<file path="src/rtl/pa_pkg.sv">
// Shared types and constants for the primitive assembly block.
// Used by pa_front, pa_queue, pa_back and primitive_assembly_core.
package pa_pkg;

    localparam int MAX_BLOCK_VERTS = 4096;
    localparam int CNT_W           = $clog2(MAX_BLOCK_VERTS + 1);
    localparam int WORD_W          = 32;
    localparam int NWORDS          = 7;
    localparam int VERT_W          = WORD_W * NWORDS;
    localparam int NRES            = 6;
    localparam int NUM_W           = $clog2(NRES + 1);
    localparam int IDX_W           = $clog2(NRES);
    localparam int QDEPTH          = 2;
    localparam int QPTR_W          = $clog2(QDEPTH);
    localparam int QCNT_W          = $clog2(QDEPTH + 1);

    localparam logic [CNT_W-1:0] CNT_MAX = CNT_W'(MAX_BLOCK_VERTS);

    // Primitive modes.
    localparam logic [3:0] MODE_POINTS     = 4'd0;
    localparam logic [3:0] MODE_LINES      = 4'd1;
    localparam logic [3:0] MODE_LINE_STRIP = 4'd2;
    localparam logic [3:0] MODE_LINE_LOOP  = 4'd3;
    localparam logic [3:0] MODE_TRIS       = 4'd4;
    localparam logic [3:0] MODE_TRI_STRIP  = 4'd5;
    localparam logic [3:0] MODE_FAN        = 4'd6;
    localparam logic [3:0] MODE_POLYGON    = 4'd7;
    localparam logic [3:0] MODE_QUADS      = 4'd8;
    localparam logic [3:0] MODE_QUAD_STRIP = 4'd9;
    localparam logic [3:0] MODE_RESET      = MODE_TRIS;

    // Result status codes.
    localparam logic [1:0] ST_OK       = 2'd0;
    localparam logic [1:0] ST_BAD_MODE = 2'd1;
    localparam logic [1:0] ST_OVERFLOW = 2'd2;

    typedef struct packed {
        logic [WORD_W-1:0] alpha;
        logic [WORD_W-1:0] blue;
        logic [WORD_W-1:0] green;
        logic [WORD_W-1:0] red;
        logic [WORD_W-1:0] z;
        logic [WORD_W-1:0] y;
        logic [WORD_W-1:0] x;
    } t_vertex;

    // Where one result takes its data from.
    typedef enum logic [2:0] {
        SRC_FIRST,
        SRC_P1,
        SRC_P2,
        SRC_P3,
        SRC_CUR,
        SRC_BAD_MODE,
        SRC_OVERFLOW
    } t_src;

    // One classified item as handed from the front to the back.
    typedef struct packed {
        t_vertex              vert;
        t_src [NRES-1:0]      src;
        logic [NUM_W-1:0]     num;
        logic                 store;
        logic                 first;
    } t_cmd;

endpackage

</file>
<file path="src/rtl/pa_front.sv">
// Front end: accepts vertices, tracks the block position and builds the result list.
// Depends on pa_pkg.
module pa_front
    import pa_pkg::*;
(
    input  logic        i_clk,
    input  logic        i_rst_n,
    input  logic        i_cfg_wr_en,
    input  logic [3:0]  i_cfg_wr_data,
    input  logic        i_valid,
    input  t_vertex     i_vert,
    input  logic        i_last,
    input  logic        i_full,
    output logic        o_ready,
    output logic        o_push,
    output t_cmd        o_cmd
);

    logic [3:0]       r_prim_mode;
    logic [CNT_W-1:0] r_count, n_count;
    logic [1:0]       r_phase, n_phase;

    logic             accept;
    logic             overflow;
    logic [CNT_W-1:0] count_inc;
    t_src             a_src [NRES];
    logic [NUM_W-1:0] a_num;
    t_src             e_src [2];
    logic [NUM_W-1:0] e_num;

    assign o_ready   = !i_full;
    assign accept    = i_valid && !i_full;
    assign o_push    = accept;
    assign overflow  = (r_count == CNT_MAX);
    assign count_inc = overflow ? CNT_MAX : r_count + CNT_W'(1);

    always_ff @(posedge i_clk) begin
        if (!i_rst_n) begin
            r_prim_mode <= MODE_RESET;
        end else if (i_cfg_wr_en) begin
            r_prim_mode <= i_cfg_wr_data;
        end
    end

    // Results that the new vertex itself completes.
    always_comb begin
        for (int k = 0; k < NRES; k++) begin
            a_src[k] = SRC_CUR;
        end
        a_num = '0;
        if (overflow) begin
            a_src[0] = SRC_OVERFLOW;
            a_num    = NUM_W'(1);
        end else begin
            unique case (r_prim_mode)
                MODE_POINTS: begin
                    a_num = NUM_W'(1);
                end
                MODE_LINES: begin
                    if (r_count[0]) begin
                        a_src[0] = SRC_P1;
                        a_num    = NUM_W'(2);
                    end
                end
                MODE_LINE_STRIP, MODE_LINE_LOOP: begin
                    if (r_count != '0) begin
                        a_src[0] = SRC_P1;
                        a_num    = NUM_W'(2);
                    end
                end
                MODE_TRIS: begin
                    if (r_phase == 2'd2) begin
                        a_src[0] = SRC_P2;
                        a_src[1] = SRC_P1;
                        a_num    = NUM_W'(3);
                    end
                end
                MODE_TRI_STRIP: begin
                    if (r_count >= CNT_W'(2)) begin
                        // Odd triangles of the strip swap the first two corners.
                        a_src[0] = r_count[0] ? SRC_P1 : SRC_P2;
                        a_src[1] = r_count[0] ? SRC_P2 : SRC_P1;
                        a_num    = NUM_W'(3);
                    end
                end
                MODE_FAN, MODE_POLYGON: begin
                    if (r_count >= CNT_W'(2)) begin
                        a_src[0] = SRC_FIRST;
                        a_src[1] = SRC_P1;
                        a_num    = NUM_W'(3);
                    end
                end
                MODE_QUADS: begin
                    if (r_count[1:0] == 2'd3) begin
                        a_src[0] = SRC_P3;
                        a_src[1] = SRC_P2;
                        a_src[2] = SRC_P1;
                        a_src[3] = SRC_P3;
                        a_src[4] = SRC_P1;
                        a_num    = NUM_W'(6);
                    end
                end
                MODE_QUAD_STRIP: begin
                    if (r_count >= CNT_W'(3) && r_count[0]) begin
                        a_src[0] = SRC_P3;
                        a_src[1] = SRC_P2;
                        a_src[3] = SRC_P3;
                        a_src[5] = SRC_P1;
                        a_num    = NUM_W'(6);
                    end
                end
                default: begin
                    a_num = '0;
                end
            endcase
        end
    end

    // Results owed at block end.
    always_comb begin
        e_src[0] = SRC_BAD_MODE;
        e_src[1] = SRC_FIRST;
        e_num    = '0;
        if (i_last) begin
            if (r_prim_mode > MODE_QUAD_STRIP) begin
                e_num = NUM_W'(1);
            end else if (r_prim_mode == MODE_LINE_LOOP && count_inc > CNT_W'(2)) begin
                // The last stored vertex is this one unless it was dropped.
                e_src[0] = overflow ? SRC_P1 : SRC_CUR;
                e_num    = NUM_W'(2);
            end
        end
    end

    always_comb begin
        o_cmd.vert  = i_vert;
        o_cmd.num   = a_num + e_num;
        o_cmd.store = !overflow;
        o_cmd.first = (r_count == '0);
        for (int k = 0; k < NRES; k++) begin
            if (NUM_W'(k) < a_num) begin
                o_cmd.src[k] = a_src[k];
            end else if (NUM_W'(k) - a_num == NUM_W'(0)) begin
                o_cmd.src[k] = e_src[0];
            end else begin
                o_cmd.src[k] = e_src[1];
            end
        end
    end

    always_comb begin
        n_count = r_count;
        n_phase = r_phase;
        if (accept) begin
            if (!overflow) begin
                n_count = count_inc;
                n_phase = (r_phase == 2'd2) ? 2'd0 : r_phase + 2'd1;
            end
            if (i_last) begin
                n_count = '0;
                n_phase = 2'd0;
            end
        end
    end

    always_ff @(posedge i_clk) begin
        if (!i_rst_n) begin
            r_count <= '0;
            r_phase <= 2'd0;
        end else begin
            r_count <= n_count;
            r_phase <= n_phase;
        end
    end

endmodule

</file>
<file path="src/rtl/pa_queue.sv">
// Short command queue between the front end and the back end.
// Depends on pa_pkg.
module pa_queue
    import pa_pkg::*;
(
    input  logic i_clk,
    input  logic i_rst_n,
    input  logic i_push,
    input  t_cmd i_cmd,
    input  logic i_pop,
    output logic o_full,
    output logic o_empty,
    output t_cmd o_cmd
);

    t_cmd              r_mem [QDEPTH];
    logic [QPTR_W-1:0] r_wr_ptr;
    logic [QPTR_W-1:0] r_rd_ptr;
    logic [QCNT_W-1:0] r_cnt;

    assign o_full  = (r_cnt == QCNT_W'(QDEPTH));
    assign o_empty = (r_cnt == '0);
    assign o_cmd   = r_mem[r_rd_ptr];

    always_ff @(posedge i_clk) begin
        if (i_push) begin
            r_mem[r_wr_ptr] <= i_cmd;
        end
    end

    always_ff @(posedge i_clk) begin
        if (!i_rst_n) begin
            r_wr_ptr <= '0;
            r_rd_ptr <= '0;
            r_cnt    <= '0;
        end else begin
            if (i_push) begin
                r_wr_ptr <= r_wr_ptr + QPTR_W'(1);
            end
            if (i_pop) begin
                r_rd_ptr <= r_rd_ptr + QPTR_W'(1);
            end
            r_cnt <= r_cnt + QCNT_W'(i_push) - QCNT_W'(i_pop);
        end
    end

endmodule

</file>
<file path="src/rtl/pa_back.sv">
// Back end: holds the vertex history and emits one result per cycle unless stalled.
// Depends on pa_pkg.
module pa_back
    import pa_pkg::*;
(
    input  logic        i_clk,
    input  logic        i_rst_n,
    input  logic        i_empty,
    input  t_cmd        i_cmd,
    output logic        o_pop,
    input  logic        i_ready,
    output logic        o_valid,
    output t_vertex     o_vert,
    output logic [1:0]  o_status,
    output logic        o_last
);

    t_vertex           r_first, r_p1, r_p2, r_p3;
    logic [IDX_W-1:0]  r_idx, n_idx;
    logic              r_o_valid, n_o_valid;
    t_vertex           r_o_vert;
    logic [1:0]        r_o_status;
    logic              r_o_last;

    logic              out_free;
    logic              work;
    logic              load;
    logic              final_res;
    t_src              cur_src;
    t_vertex           sel_vert;
    logic [1:0]        sel_status;

    assign out_free  = !r_o_valid || i_ready;
    assign work      = !i_empty && out_free;
    assign load      = work && (i_cmd.num != '0);
    assign final_res = (NUM_W'(r_idx) + NUM_W'(1) == i_cmd.num);
    // A command with no results retires at once; otherwise with its last result.
    assign o_pop     = work && ((i_cmd.num == '0) || final_res);
    assign cur_src   = i_cmd.src[r_idx];

    always_comb begin
        sel_vert   = '0;
        sel_status = ST_OK;
        case (cur_src)
            SRC_FIRST:    sel_vert = r_first;
            SRC_P1:       sel_vert = r_p1;
            SRC_P2:       sel_vert = r_p2;
            SRC_P3:       sel_vert = r_p3;
            SRC_CUR:      sel_vert = i_cmd.vert;
            SRC_BAD_MODE: sel_status = ST_BAD_MODE;
            SRC_OVERFLOW: sel_status = ST_OVERFLOW;
            default:      sel_status = ST_OK;
        endcase
    end

    always_comb begin
        n_idx     = r_idx;
        n_o_valid = r_o_valid;
        if (i_ready) begin
            n_o_valid = 1'b0;
        end
        if (load) begin
            n_o_valid = 1'b1;
            n_idx     = final_res ? '0 : r_idx + IDX_W'(1);
        end
    end

    always_ff @(posedge i_clk) begin
        if (!i_rst_n) begin
            r_idx     <= '0;
            r_o_valid <= 1'b0;
        end else begin
            r_idx     <= n_idx;
            r_o_valid <= n_o_valid;
        end
    end

    always_ff @(posedge i_clk) begin
        if (load) begin
            r_o_vert   <= sel_vert;
            r_o_status <= sel_status;
            r_o_last   <= final_res;
        end
        // History moves only when the item's results have all been read out of it.
        if (o_pop && i_cmd.store) begin
            r_p3 <= r_p2;
            r_p2 <= r_p1;
            r_p1 <= i_cmd.vert;
            if (i_cmd.first) begin
                r_first <= i_cmd.vert;
            end
        end
    end

    assign o_valid  = r_o_valid;
    assign o_vert   = r_o_vert;
    assign o_status = r_o_status;
    assign o_last   = r_o_last;

endmodule

</file>
<file path="src/rtl/primitive_assembly_core.sv">
// Primitive assembly: turns a stream of block vertices into point, line and
// triangle vertex lists. Depends on pa_pkg, pa_front, pa_queue and pa_back.
//
// Usage:
// - The slave stream carries one vertex per item; tlast marks the final vertex
//   of a begin/end block. The master stream carries one emitted vertex per item,
//   with tuser giving its status and tlast marking the last result of an input.
// - The primitive mode is written through i_cfg_wr_en/i_cfg_wr_data while the
//   block is idle; reset selects separate triangles.
// - The front end classifies each vertex in the cycle it is accepted and queues
//   a command in a two-entry queue; the back end emits one result per cycle from
//   the vertex history it keeps, while the receiver is ready.
// - An accepted item passes through the queue, and its first result is loaded
//   into the output register from there as soon as the queue holds nothing
//   older and the output register is free.
// - The back end emits the results of an item one at a time, an item with no
//   results still taking a turn; triangle strips and fans give three results per
//   vertex, quads six per fourth vertex. The emit stage is the limiting unit.
// - When the receiver stalls the output register holds its result, the queue
//   fills and s_axis_tready falls only once both entries are taken.
// - Reset empties the queue and output register and returns to a fresh block.
module primitive_assembly_core
    import pa_pkg::*;
(
    input  logic               i_clk,
    input  logic               i_rst_n,
    input  logic               i_cfg_wr_en,
    input  logic [3:0]         i_cfg_wr_data,
    input  logic               s_axis_tvalid,
    output logic               s_axis_tready,
    // x_word, y_word, z_word, red_word, green_word, blue_word, alpha_word
    input  logic [VERT_W-1:0]  s_axis_tdata,
    input  logic               s_axis_tlast,
    output logic               m_axis_tvalid,
    input  logic               m_axis_tready,
    // out_x, out_y, out_z, out_red, out_green, out_blue, out_alpha
    output logic [VERT_W-1:0]  m_axis_tdata,
    // status
    output logic [1:0]         m_axis_tuser,
    output logic               m_axis_tlast
);

    logic    q_push, q_pop, q_full, q_empty;
    t_cmd    push_cmd, head_cmd;
    t_vertex out_vert;

    pa_front u_front (
        .i_clk         (i_clk),
        .i_rst_n       (i_rst_n),
        .i_cfg_wr_en   (i_cfg_wr_en),
        .i_cfg_wr_data (i_cfg_wr_data),
        .i_valid       (s_axis_tvalid),
        .i_vert        (t_vertex'(s_axis_tdata)),
        .i_last        (s_axis_tlast),
        .i_full        (q_full),
        .o_ready       (s_axis_tready),
        .o_push        (q_push),
        .o_cmd         (push_cmd)
    );

    pa_queue u_queue (
        .i_clk   (i_clk),
        .i_rst_n (i_rst_n),
        .i_push  (q_push),
        .i_cmd   (push_cmd),
        .i_pop   (q_pop),
        .o_full  (q_full),
        .o_empty (q_empty),
        .o_cmd   (head_cmd)
    );

    pa_back u_back (
        .i_clk    (i_clk),
        .i_rst_n  (i_rst_n),
        .i_empty  (q_empty),
        .i_cmd    (head_cmd),
        .o_pop    (q_pop),
        .i_ready  (m_axis_tready),
        .o_valid  (m_axis_tvalid),
        .o_vert   (out_vert),
        .o_status (m_axis_tuser),
        .o_last   (m_axis_tlast)
    );

    assign m_axis_tdata = VERT_W'(out_vert);

endmodule

</file>
<file path="config.mk">
export PLATFORM = sky130hd
export DESIGN_NAME = primitive_assembly_core
export DESIGN_NICKNAME = d
export VERILOG_FILES = /design/src/rtl/pa_pkg.sv /design/src/rtl/pa_front.sv /design/src/rtl/pa_queue.sv /design/src/rtl/pa_back.sv /design/src/rtl/primitive_assembly_core.sv
export SDC_FILE = /design/constraint.sdc
export NUM_CORES = 1
export LEC_CHECK = 0
export BUFFER_PORTS_ARGS = -buffer_cell sky130_fd_sc_hd__clkbuf_2
export CAP_MARGIN = 10
export CORE_ASPECT_RATIO = 2
export CORE_MARGIN = 10
export CORE_UTILIZATION = 43
export DETAILED_ROUTE_END_ITERATION = 10
export PLACE_DENSITY = 0.69
export SKIP_CTS_REPAIR_TIMING = 1
export SLEW_MARGIN = 20
export SYNTH_ARGS = -nofsm -noshare
export SYNTH_HDL_FRONTEND = slang
export SYNTH_SLANG_ARGS = --single-unit
</file>
<file path="constraint.sdc">
create_clock -name i_clk -period 49.8 [get_ports i_clk]
set_input_delay 9.96 -clock i_clk [delete_from_list [all_inputs] [get_ports i_clk]]
set_output_delay 9.96 -clock i_clk [all_outputs]
set_load 0.02 [all_outputs]
</file>
After elaboration in Yosys (flattened, before gate mapping):

Memories as Yosys holds them, arrays and structs flattened. A register that Yosys moved wholly into a read port is not among the register bits.
Index checks and enable logic that the tools add are counted.

* memories kept: 1
* register bits after elaboration: 1150
* latch bits: 0
* output and inout bits: 229
* word-level logic and storage cells: 187
* bits in read-only memories: 0
* bits in writable memories: 494

Memory list
* u_queue.r_mem: words 2, bits a word 247, read ports 1, clocked after Yosys merged registers in 1, write ports 1, RTL line pa_queue.sv:16 `t_cmd r_mem [QDEPTH];`

* reduce and logical (&&, ||, !) cells: 32
* equal/unequal tests: 21
* shifts and indexed selects: 0
* divide/modulo/power cells: 0
* add/sub/neg operators: 14
* $mul: 0
* bitwise gates (word level): 0
* magnitude comparators: 11
* multiplexer cells: 63

Operators by type and width (number)
* 224-bit case mux with 5 select lines: 1
* 3-bit 2-to-1 mux: 31
* 3-bit case mux with 7 select lines: 2
* 13-bit 2-to-1 mux: 3
* 15-bit 2-to-1 mux: 2
* 13-bit by 2-bit >= comparator with 1-bit output, second input constant: 2
* 3-bit logical NOT: 8
* 6-bit 2-to-1 mux: 4
* 2-bit 2-to-1 mux: 10
* 4-bit by 3-bit == test with 1-bit output, second input constant: 4
* 3-bit case mux with 5 select lines: 1
* 13-bit by 1-bit adder with 13-bit output, second input constant: 1
* 13-bit == test, second input constant: 1
* 13-bit by 2-bit > comparator with 1-bit output, second input constant: 1
* 13-bit logical NOT: 1
* 13-bit nonzero test: 1
* 3-bit binary-select mux with 3-bit select: 1
* 3-bit == test, second input constant: 3
* 4-bit by 2-bit == test with 1-bit output, second input constant: 2
* 4-bit == test, second input constant: 2
* 1-bit logical AND: 7
* 2-bit == test, second input constant: 3
* 3-bit by 2-bit == test with 1-bit output, second input constant: 2
* 1-bit by 3-bit < comparator with 1-bit output, first input constant: 2
* 29 further kinds: 46

Logic depth before layout (Yosys ltp):

Gate-level depths: netlist (run 1).

* depth after elaboration: 9
* gate-level depth with buffers: 13

Modules after synthesis:

Synthesis (run 1) repeated with hierarchy kept, for this count alone.

* cell total of the unflattened synthesis: 3509
* area, all modules: 64784.6 µm²

By module, submodules not included
* pa_back: area each 42896.1 µm², cells each 2218, instances 1
* pa_queue: area each 18134.9 µm², cells each 789, instances 1
* pa_front: area each 3753.6 µm², cells each 502, instances 1

Worst setup path after synthesis (run 1):

OpenSTA, ideal clock, no wires.

* path type: input port to flip-flop
* from: input m_axis_tready
* to: register u_back.r_p1[0] (netlist bit) (enable)
* arrival time: 38069 ps
* required time: 48077 ps
* path slack: 10008 ps
* stages: 4
* cell sequence: nor2b_1 > nor2_1 > o21ai_1 > nor2_1

* longest elaborated chain between the ends: 4

Ends and longest elaborated chain
* start: declaration: RTL line primitive_assembly_core.sv:35 `input logic m_axis_tready,`
* 1-bit logical OR: RTL line pa_back.sv:33 `assign out_free = !r_o_valid || i_ready;`
* 1-bit logical AND: RTL line pa_back.sv:34 `assign work = !i_empty && out_free;`
* 1-bit logical AND: RTL line pa_back.sv:38 `assign o_pop = work && ((i_cmd.num == '0) || final_res);`
* 1-bit logical AND: RTL line pa_back.sv:85 `if (o_pop && i_cmd.store) begin`
* end signal: assignment: RTL line pa_back.sv:88 `r_p1 <= i_cmd.vert;`
* end: declaration: RTL line pa_back.sv:18 `t_vertex r_first, r_p1, r_p2, r_p3;`

No other way between the ends.
A chain may end at the register's enable or synchronous reset.

Final worst setup path (run 1):

* from: input m_axis_tready
* to: register u_back.r_p1[35] (netlist bit) (enable)

The elaborated chain is that of the path after synthesis.

==> results of run 1 <==
## cells by family after synthesis
logic type / synth area share [%]
muxes: 11.8
adders and majority gates: 0.317
and+or+nand+nor: 2.75
buffers and inverters: 1.42
DFF: 79.4
xor gates and xnor gates: 0.185
AOI/OAI and AO/OA: 4.09
## power by group through the flow
stage,clock [uW],sequential [uW],combinational (uW)
after detailed placement,0,2250,1480
after floorplan,0,2580,867
after CTS,1140,2230,1480
after global placement,0,2240,1450
final,1100,2230,1440
after global routing,1190,2260,1550
## worst register-to-register path, delay by kind of cell (launching register included)
| kind | cells | cell delay [ns] |
|---|---|---|
| buf+inv | 4 | 3.51 |
| simple gates | 2 | 0.97 |
| flops | 1 | 0.82 |
| compound gates | 1 | 0.35 |
| mux | 1 | 0.31 |
| xor+xnor | 1 | 0.09 |
## sequential cells by signal (all words and copies together) (netlist names), named ones only
register	flops
u_queue.r_cnt	2
u_back.o_last	1
u_front.r_prim_mode	4
u_queue.r_rd_ptr	1
u_back.r_p3	224
u_back.r_idx	3
u_back.r_p1	224
u_back.r_p2	224
u_back.o_vert	224
u_queue.r_wr_ptr	1
u_back.r_first	224
u_back.o_status	2
u_queue.r_mem	488
u_front.r_count	13
u_back.o_valid	1
u_front.r_phase	2
## layout make-up
cell class	instances	share of cell area (%)
flip-flops and latches	1639	69.4
clock buffers	177	5.51
repair buffers	509	3.82
multi-input cells	1415	16.9
inverters	14	0.0852
diodes	8	0.0284
well taps	1881	3.34
clock inverters	73	0.941
## path summary, 6_finish.rpt
check	endpoint	depth (start not counted)	slack, ns	from
max	u_back.r_p1[35]$_DFFE_PP_	9	35.65	m_axis_tready
min	u_back.r_p2[19]$_DFFE_PP_	0	0.40	u_back.r_p1[19]$_DFFE_PP_
max reg2reg	u_back.r_p1[35]$_DFFE_PP_	9	43.27	flip-flop
min reg2reg	u_back.r_p2[19]$_DFFE_PP_	0	0.40	u_back.r_p1[19]$_DFFE_PP_
## metal layers
layer / global-route usage [%] / wire, um / vias to the layer above
met4: 5.39 / 3820 / 38
met1: 21.0 / 55700 / 15827
met5: 0 / 292 / -
met2: 27.5 / 66900 / 949
met3: 3.85 / 8900 / 237
li1: - / - / 13912
## metrics by stage
step	hold slack (ns)	cells
finish	0.401	5716
global route	0.444	5711
global placement	0.427	5458
detailed placement	0.431	5458
floorplan	0.420	3239
CTS	0.402	5708
## cells in the final DEF, fill, tap and decap left out, types with 26 or more instances in the layout
master / instances
o221ai_1: 223
dfxtp_1: 27
clkbuf_16: 151
buf_4: 45
mux2i_1: 457
edfxtp_1: 1611
nor2_1: 32
clkbuf_2: 462
clkinv_1: 26
nand2_1: 256
mux2_2: 225
==> summary.txt, run 1 <==
FINAL LAYOUT
-------------------------------------------------------------------------------------------------
Layout overhead on the synthesized area                                                     14.4%
Ratio of cells with drive above 1 in the final layout                                       25.2%
Multi-input combinational cell area                                                     11900 um2
Post-layout instance area                                                               70500 um2
Net count reported at finish                                                                 3976
Filler instances                                                                            11590
Final cell utilization of the core                                                          49.5%
Storage element area                                                                    48900 um2

CLOCKING
-------------------------------------------------------------------------------------------------
Clock latency of the later-clocked register in the worst-skew pair                        0.80 ns
Clock tree from TritonCTS                                                                     yes
Clk sinks                                                                                    1639
Clk slew on worst S/H paths                                                               0.07 ns
Clock root buffer                                                                       clkbuf_16
Max Root-Sink Buffers                                                                           4
Number of buffers added by the clock tree synthesis step                                      148
Number of levels the H-tree was split into                                                      4

SETUP PATH
-------------------------------------------------------------------------------------------------
Total buffers and inverters traversed by the critical path                                      5
WP data arrival                                                                          14.52 ns
Dominant cell type by count on the critical path                                            buf_4
Critical path startpoint category                                                    primary input
Critical Path Max Stage Delay                                                             0.90 ns
Cell family contributing the most delay on the critical path                         buffers and inverters
CP Cell Sequence                                                                     clkbuf_2 > nor2b_1 > nor2_1 > o21ai_1 > nor2_4 > buf_4 > buf_4 > buf_4 > buf_4
Endpoint type of the worst setup path                                                   flip-flop
Highest net fanout along the worst path                                                        83
Kind of critical path                                                                primary input to flip-flop
Slowest cell on the critical path                                                           buf_4
Worst Path Required                                                                      50.16 ns

LOGIC SYNTHESIS
-------------------------------------------------------------------------------------------------
Fraction of registers with async set/reset                                                     0%
Most common cell in the synthesized netlist                                              edfxtp_1
Count of state elements after synthesis                                                      1639
Cells after synthesis                                                                        3239
Share of the synthesized area in the top cell type                                          78.5%
Count of flip-flops with a built-in enable after synthesis                                   1611
Syn_area_per_cell                                                                        19.0 um2
Synth warn                                                                                      0
Number of nets in the synthesized netlist                                                    3488
Synth area leader                                                                        edfxtp_1
Number of distinct library cell variants in the gate-level netlist after synthesis             62
Ranking of synthesized cells by instance count                                       1611 x edfxtp_1, 457 x mux2i_1, 256 x nand2_1
Cells taking the most area after synthesis                                           edfxtp_1 78%, mux2i_1 7.4%, mux2_2 4.1%, o221ai_1 3.2%, nand2_1 1.6%
Post-synth design cell area                                                             61600 um2
Portion of the post-synthesis area used by sequential elements                              79.4%
Flip-flop cell with the highest count after synthesis                                    edfxtp_1

POWER
-------------------------------------------------------------------------------------------------
PD cells                                                                              67.7 nW/um2
LEAKAGE                                                                                 0.0245 uW
Clock share of power                                                                        23.1%
Post-layout power                                                                         4770 uW
Internal power summed over all cells                                                      3170 uW
Max VDD drop                                                                              49.1 uV
Switching Share                                                                             33.5%
Share of total power in sequential cells                                                    46.7%
Combinational power share                                                                   30.2%
Net load switching power                                                                  1600 uW

STA
-------------------------------------------------------------------------------------------------
Max-slew violations                                                                             0
Slew margin rel.                                                                            26.2%
Final setup skew                                                                        0.0524 ns
Total setup violations reported at the end of the flow                                          0
Least-Margin Pin Slew                                                                     1.11 ns
Hold Fails Final Rpt                                                                            0
Post-route setup slack                                                                   35.65 ns
Setup tns final                                                                              0 ns
Part of the cycle the worst path needs                                                      28.4%
F_max                                                                                  0.0706 GHz
Min Tclk post-route                                                                      14.15 ns
RSZ-0062 raised after global routing                                                        false

DETAILED ROUTING
-------------------------------------------------------------------------------------------------
Number of DRC markers after the initial detailed-route iteration                             2596
Detailed-routing iteration count for the pre-antenna-repair pass                                6
Final ANT Viol Nets                                                                             0
Post-DR vias/cell                                                                            5.42
Aggregate routed wire length                                                               136 mm
Avg WL per Cell                                                                           23.7 um
Detailed-route DRC error count                                                                  0
Via count of the routed design                                                              30963

PLACE
-------------------------------------------------------------------------------------------------
Quantity of I/O buffers inserted on ports                                                     462
Minimum setup slack after placement                                                      34.86 ns
Dpl hpwl                                                                                  82.7 mm
Final Wtd Congestion                                                                        0.792
Instance area at placement                                                              65900 um2

FLOORPLANNING
-------------------------------------------------------------------------------------------------
I/O pin count                                                                                 463
Area of the core region                                                                142000 um2
Effective utilization at floorplan                                                          43.3%
Overall die area                                                                       160000 um2
Die extent in y                                                                            555 um
Die Width                                                                                  288 um
Cell row count                                                                                196

MIN PATH
-------------------------------------------------------------------------------------------------
Path class of the lowest-slack min-delay path                                        flip-flop to flip-flop

GRT
-------------------------------------------------------------------------------------------------
Global-route usage over all layers                                                          16.5%
Largest net degree at the start of global routing                                             152
Initial antenna violation count                                                                27
Vias in the first global route                                                              32039
Wire length of the first global-routing pass                                               202 mm
Overflow after GRT                                                                              0

RUN STATUS
-------------------------------------------------------------------------------------------------
Outcome                                                                                 completed

JOB
-------------------------------------------------------------------------------------------------
Number of max-capacitance violations reported                                                   0

Power figures use the tool's default switching activity.
==> inputs of run 2 (changes only) <==
ABC_AREA = 1   (was default)
clock period = 13.53 ns   (was 49.8 ns; I/O delays follow)
==> run 2 against run 1 <==
Compared with the run above: global-route usage rose by 2.1 points; first-iteration DRC count rose by 27%; clock skew rose by 0.0024 ns; area after synthesis rose by 4.9%; clock power rose to 3.8 times the previous value; critical path depth rose by 5; via count rose by 29%; final cell count rose by 37%; largest cell class unchanged; largest power group unchanged; highest routed layer unchanged.
==> summary.txt, run 2 <==
SETUP PATH
-------------------------------------------------------------------------------------------------
Worst Path Required                                                                      14.15 ns
CP Cell Sequence                                                                     inv_8 > buf_4 > o21ai_0 > nand3_1 > nand3_1 > nand2_2 > nor2_4 > buf_4 > buf_4 > buf_4 > nand3_1 > nand2_1 > nor2_1 > nand2_1
Slowest cell on the critical path                                                         dfxtp_4
Dominant cell type by count on the critical path                                            buf_4
Critical Path Max Stage Delay                                                             0.84 ns
Kind of critical path                                                                flip-flop to flip-flop
Endpoint type of the worst setup path                                                   flip-flop
Internal reg-to-reg setup slack                                                           7.84 ns
Crit Reg-Reg Endpoint                                                                u_back.o_vert[105]$_DFFE_PP_
Cell count of the worst reg-to-reg path                                                        14
Highest net fanout along the worst path                                                        71
WP data arrival                                                                           6.31 ns
Critical path startpoint category                                                       flip-flop

MIN PATH
-------------------------------------------------------------------------------------------------
WHS Endpoint                                                                         u_back.r_p2[207]$_DFFE_PP_
Path class of the lowest-slack min-delay path                                        flip-flop to flip-flop
Worst Hold Launch                                                                    u_back.r_p1[207]$_DFFE_PP_
Cells on Worst Hold Path                                                                        0

LOGIC SYNTHESIS
-------------------------------------------------------------------------------------------------
Number of distinct library cell variants in the gate-level netlist after synthesis             32
Cells after synthesis                                                                        5378
Synth warn                                                                                      0
Ranking of synthesized cells by instance count                                       1611 x edfxtp_1, 1520 x nand2_1, 619 x nand3_1
Fraction of registers with async set/reset                                                     0%
Most common cell in the synthesized netlist                                              edfxtp_1
Syn_area_per_cell                                                                        12.0 um2
Share of the synthesized area in the top cell type                                          74.8%
Count of state elements after synthesis                                                      1639
Flip-flop cell with the highest count after synthesis                                    edfxtp_1
Post-synth design cell area                                                             64700 um2
Synth area leader                                                                        edfxtp_1
Number of nets in the synthesized netlist                                                    5627
Cells taking the most area after synthesis                                           edfxtp_1 75%, nand2_1 8.8%, nand3_1 4.8%, nor2_1 3.1%, inv_1 3.0%
Portion of the post-synthesis area used by sequential elements                              75.7%
Count of flip-flops with a built-in enable after synthesis                                   1611

GRT
-------------------------------------------------------------------------------------------------
Vias in the first global route                                                              40243
Overflow after GRT                                                                              0
Initial antenna violation count                                                                32
Largest net degree at the start of global routing                                             167
Global-route usage over all layers                                                          18.5%
Wire length of the first global-routing pass                                               240 mm

STA
-------------------------------------------------------------------------------------------------
Final setup skew                                                                        0.0549 ns
Setup tns final                                                                              0 ns
Total setup violations reported at the end of the flow                                          0
RSZ-0062 raised after global routing                                                        false
Max-slew violations                                                                             0
Least-Margin Pin Slew                                                                     1.07 ns
Min Tclk post-route                                                                       5.69 ns
F_max                                                                                   0.176 GHz
Hold Fails Final Rpt                                                                            0
Slew margin rel.                                                                            28.3%
Part of the cycle the worst path needs                                                      42.0%

POWER
-------------------------------------------------------------------------------------------------
LEAKAGE                                                                                 0.0293 uW
Max VDD drop                                                                               177 uV
PD cells                                                                               259 nW/um2

DETAILED ROUTING
-------------------------------------------------------------------------------------------------
Final ANT Viol Nets                                                                             0
Number of DRC markers after the initial detailed-route iteration                             3296
Aggregate routed wire length                                                               159 mm
Post-DR vias/cell                                                                            5.09
Via count of the routed design                                                              39948
Avg WL per Cell                                                                           20.2 um
Detailed-routing iteration count for the pre-antenna-repair pass                                5
Detailed-route DRC error count                                                                  0

FINAL LAYOUT
-------------------------------------------------------------------------------------------------
Commonest cells after routing, fill and taps aside                                   1611 x edfxtp_1, 1518 x nand2_1, 618 x nand3_1
Ratio of cells with drive above 1 in the final layout                                       13.9%
Most common library cell in the layout ignoring fill and taps                            edfxtp_1
Post-layout instance area                                                               73500 um2
Layout overhead on the synthesized area                                                     13.7%
Multi-input combinational cell area                                                     12800 um2
Max reg flops                                                                                 488
Register with the most flip-flops                                                    u_queue.r_mem
Filler instances                                                                            12855
Storage element area                                                                    48900 um2
Net count reported at finish                                                                 6051

PLACE
-------------------------------------------------------------------------------------------------
Quantity of I/O buffers inserted on ports                                                     462
Instance area at placement                                                              68800 um2
Final Wtd Congestion                                                                        0.824
Dpl hpwl                                                                                  96.4 mm

CLOCKING
-------------------------------------------------------------------------------------------------
Number of levels the H-tree was split into                                                      4
Clock tree from TritonCTS                                                                     yes
Clock root buffer                                                                       clkbuf_16
Clk sinks                                                                                    1639
Clk slew on worst S/H paths                                                               0.07 ns
Max Root-Sink Buffers                                                                           4
Clock latency of the later-clocked register in the worst-skew pair                        0.80 ns
Number of buffers added by the clock tree synthesis step                                      151

RUN STATUS
-------------------------------------------------------------------------------------------------
Outcome                                                                                 completed

FLOORPLANNING
-------------------------------------------------------------------------------------------------
Area of the core region                                                                150000 um2
I/O pin count                                                                                 463
Die extent in y                                                                            568 um
Die Width                                                                                  294 um
Cell row count                                                                                201
Effective utilization at floorplan                                                          43.2%
Overall die area                                                                       167000 um2

JOB
-------------------------------------------------------------------------------------------------
Number of max-capacitance violations reported                                                   0

==> run 2: how the worst max path moves through the flow <==
stage,cells past startpoint,slack (ns),start,end
after floorplan,4,0.10,m_axis_tready,u_back.r_p1[0]$_DFFE_PP_
after global placement,8,7.25,m_axis_tready,u_back.r_p3[105]$_DFFE_PP_
after detailed placement,8,7.15,m_axis_tready,u_back.r_p3[63]$_DFFE_PP_
after CTS,14,7.81,flip-flop,u_back.o_vert[133]$_DFFE_PP_
after global routing,14,7.35,flip-flop,u_back.o_vert[59]$_DFFE_PP_
final,14,7.84,flip-flop,u_back.o_vert[105]$_DFFE_PP_
==> run 2: layout make-up <==
class	count	share of cell area [%]
timing repair buffer	513	3.76
clock inverter	70	0.931
multi-input combinational	2981	17.4
clock buffer	187	5.41
inverter	516	2.66
sequential	1639	66.6
tap	1928	3.28
antenna	9	0.0306
==> run 2: stage by stage <==
| step | utilization [%] | power [uW] | hold slack (ns) | std cells | setup WS (ns) |
|---|---|---|---|---|---|
| 2_1_floorplan | - | 13000 | 0.426 | 5378 | 0.104 |
| 3_3_place_gp | 46.0 | 14900 | 0.428 | 7577 | 7.25 |
| 3_5_place_dp | 46.0 | 15100 | 0.433 | 7577 | 7.15 |
| 4_1_cts | 49.1 | 19200 | 0.420 | 7834 | 7.81 |
| 5_1_grt | 49.1 | 20200 | 0.436 | 7838 | 7.35 |
| 6_report | 49.1 | 19000 | 0.432 | 7843 | 7.84 |
==> run 2: cell families after synthesis <==
kind of cell             synth area share (%)
AO/OA/AOI/OAI                            1.25
adder cells (fa/ha/maj)                 0.302
flip-flops                               75.7
XOR/XNOR                               0.0948
multiplexers                           0.0464
buffers and inverters                    4.71
AND/OR/NAND/NOR                          17.9
==> run 2: routing by layer <==
layer	global-route usage, %	vias up	part of all wire (%)
met1	22.4	19387	39
met5	0	-	0.17
met2	31.9	1321	50
li1	-	18888	-
met3	4.53	308	7.7
met4	6.43	44	3.1
==> run 2: where the power goes <==
part           leakage (uW)  switching, uW  total [uW]  internal [uW]
Clock               0.00225           1840        4140           2300
Sequential           0.0151            568        8490           7920
Combinational        0.0119           4940        6390           1450
==> run 2: worst max-delay path: cells and delay by family (launching register included) <==
kind,cells,cell delay (ns)
buffers and inverters,5,2.86
AND/OR/NAND/NOR,8,1.27
flip-flops,1,0.84
AO/OA/AOI/OAI,1,0.26
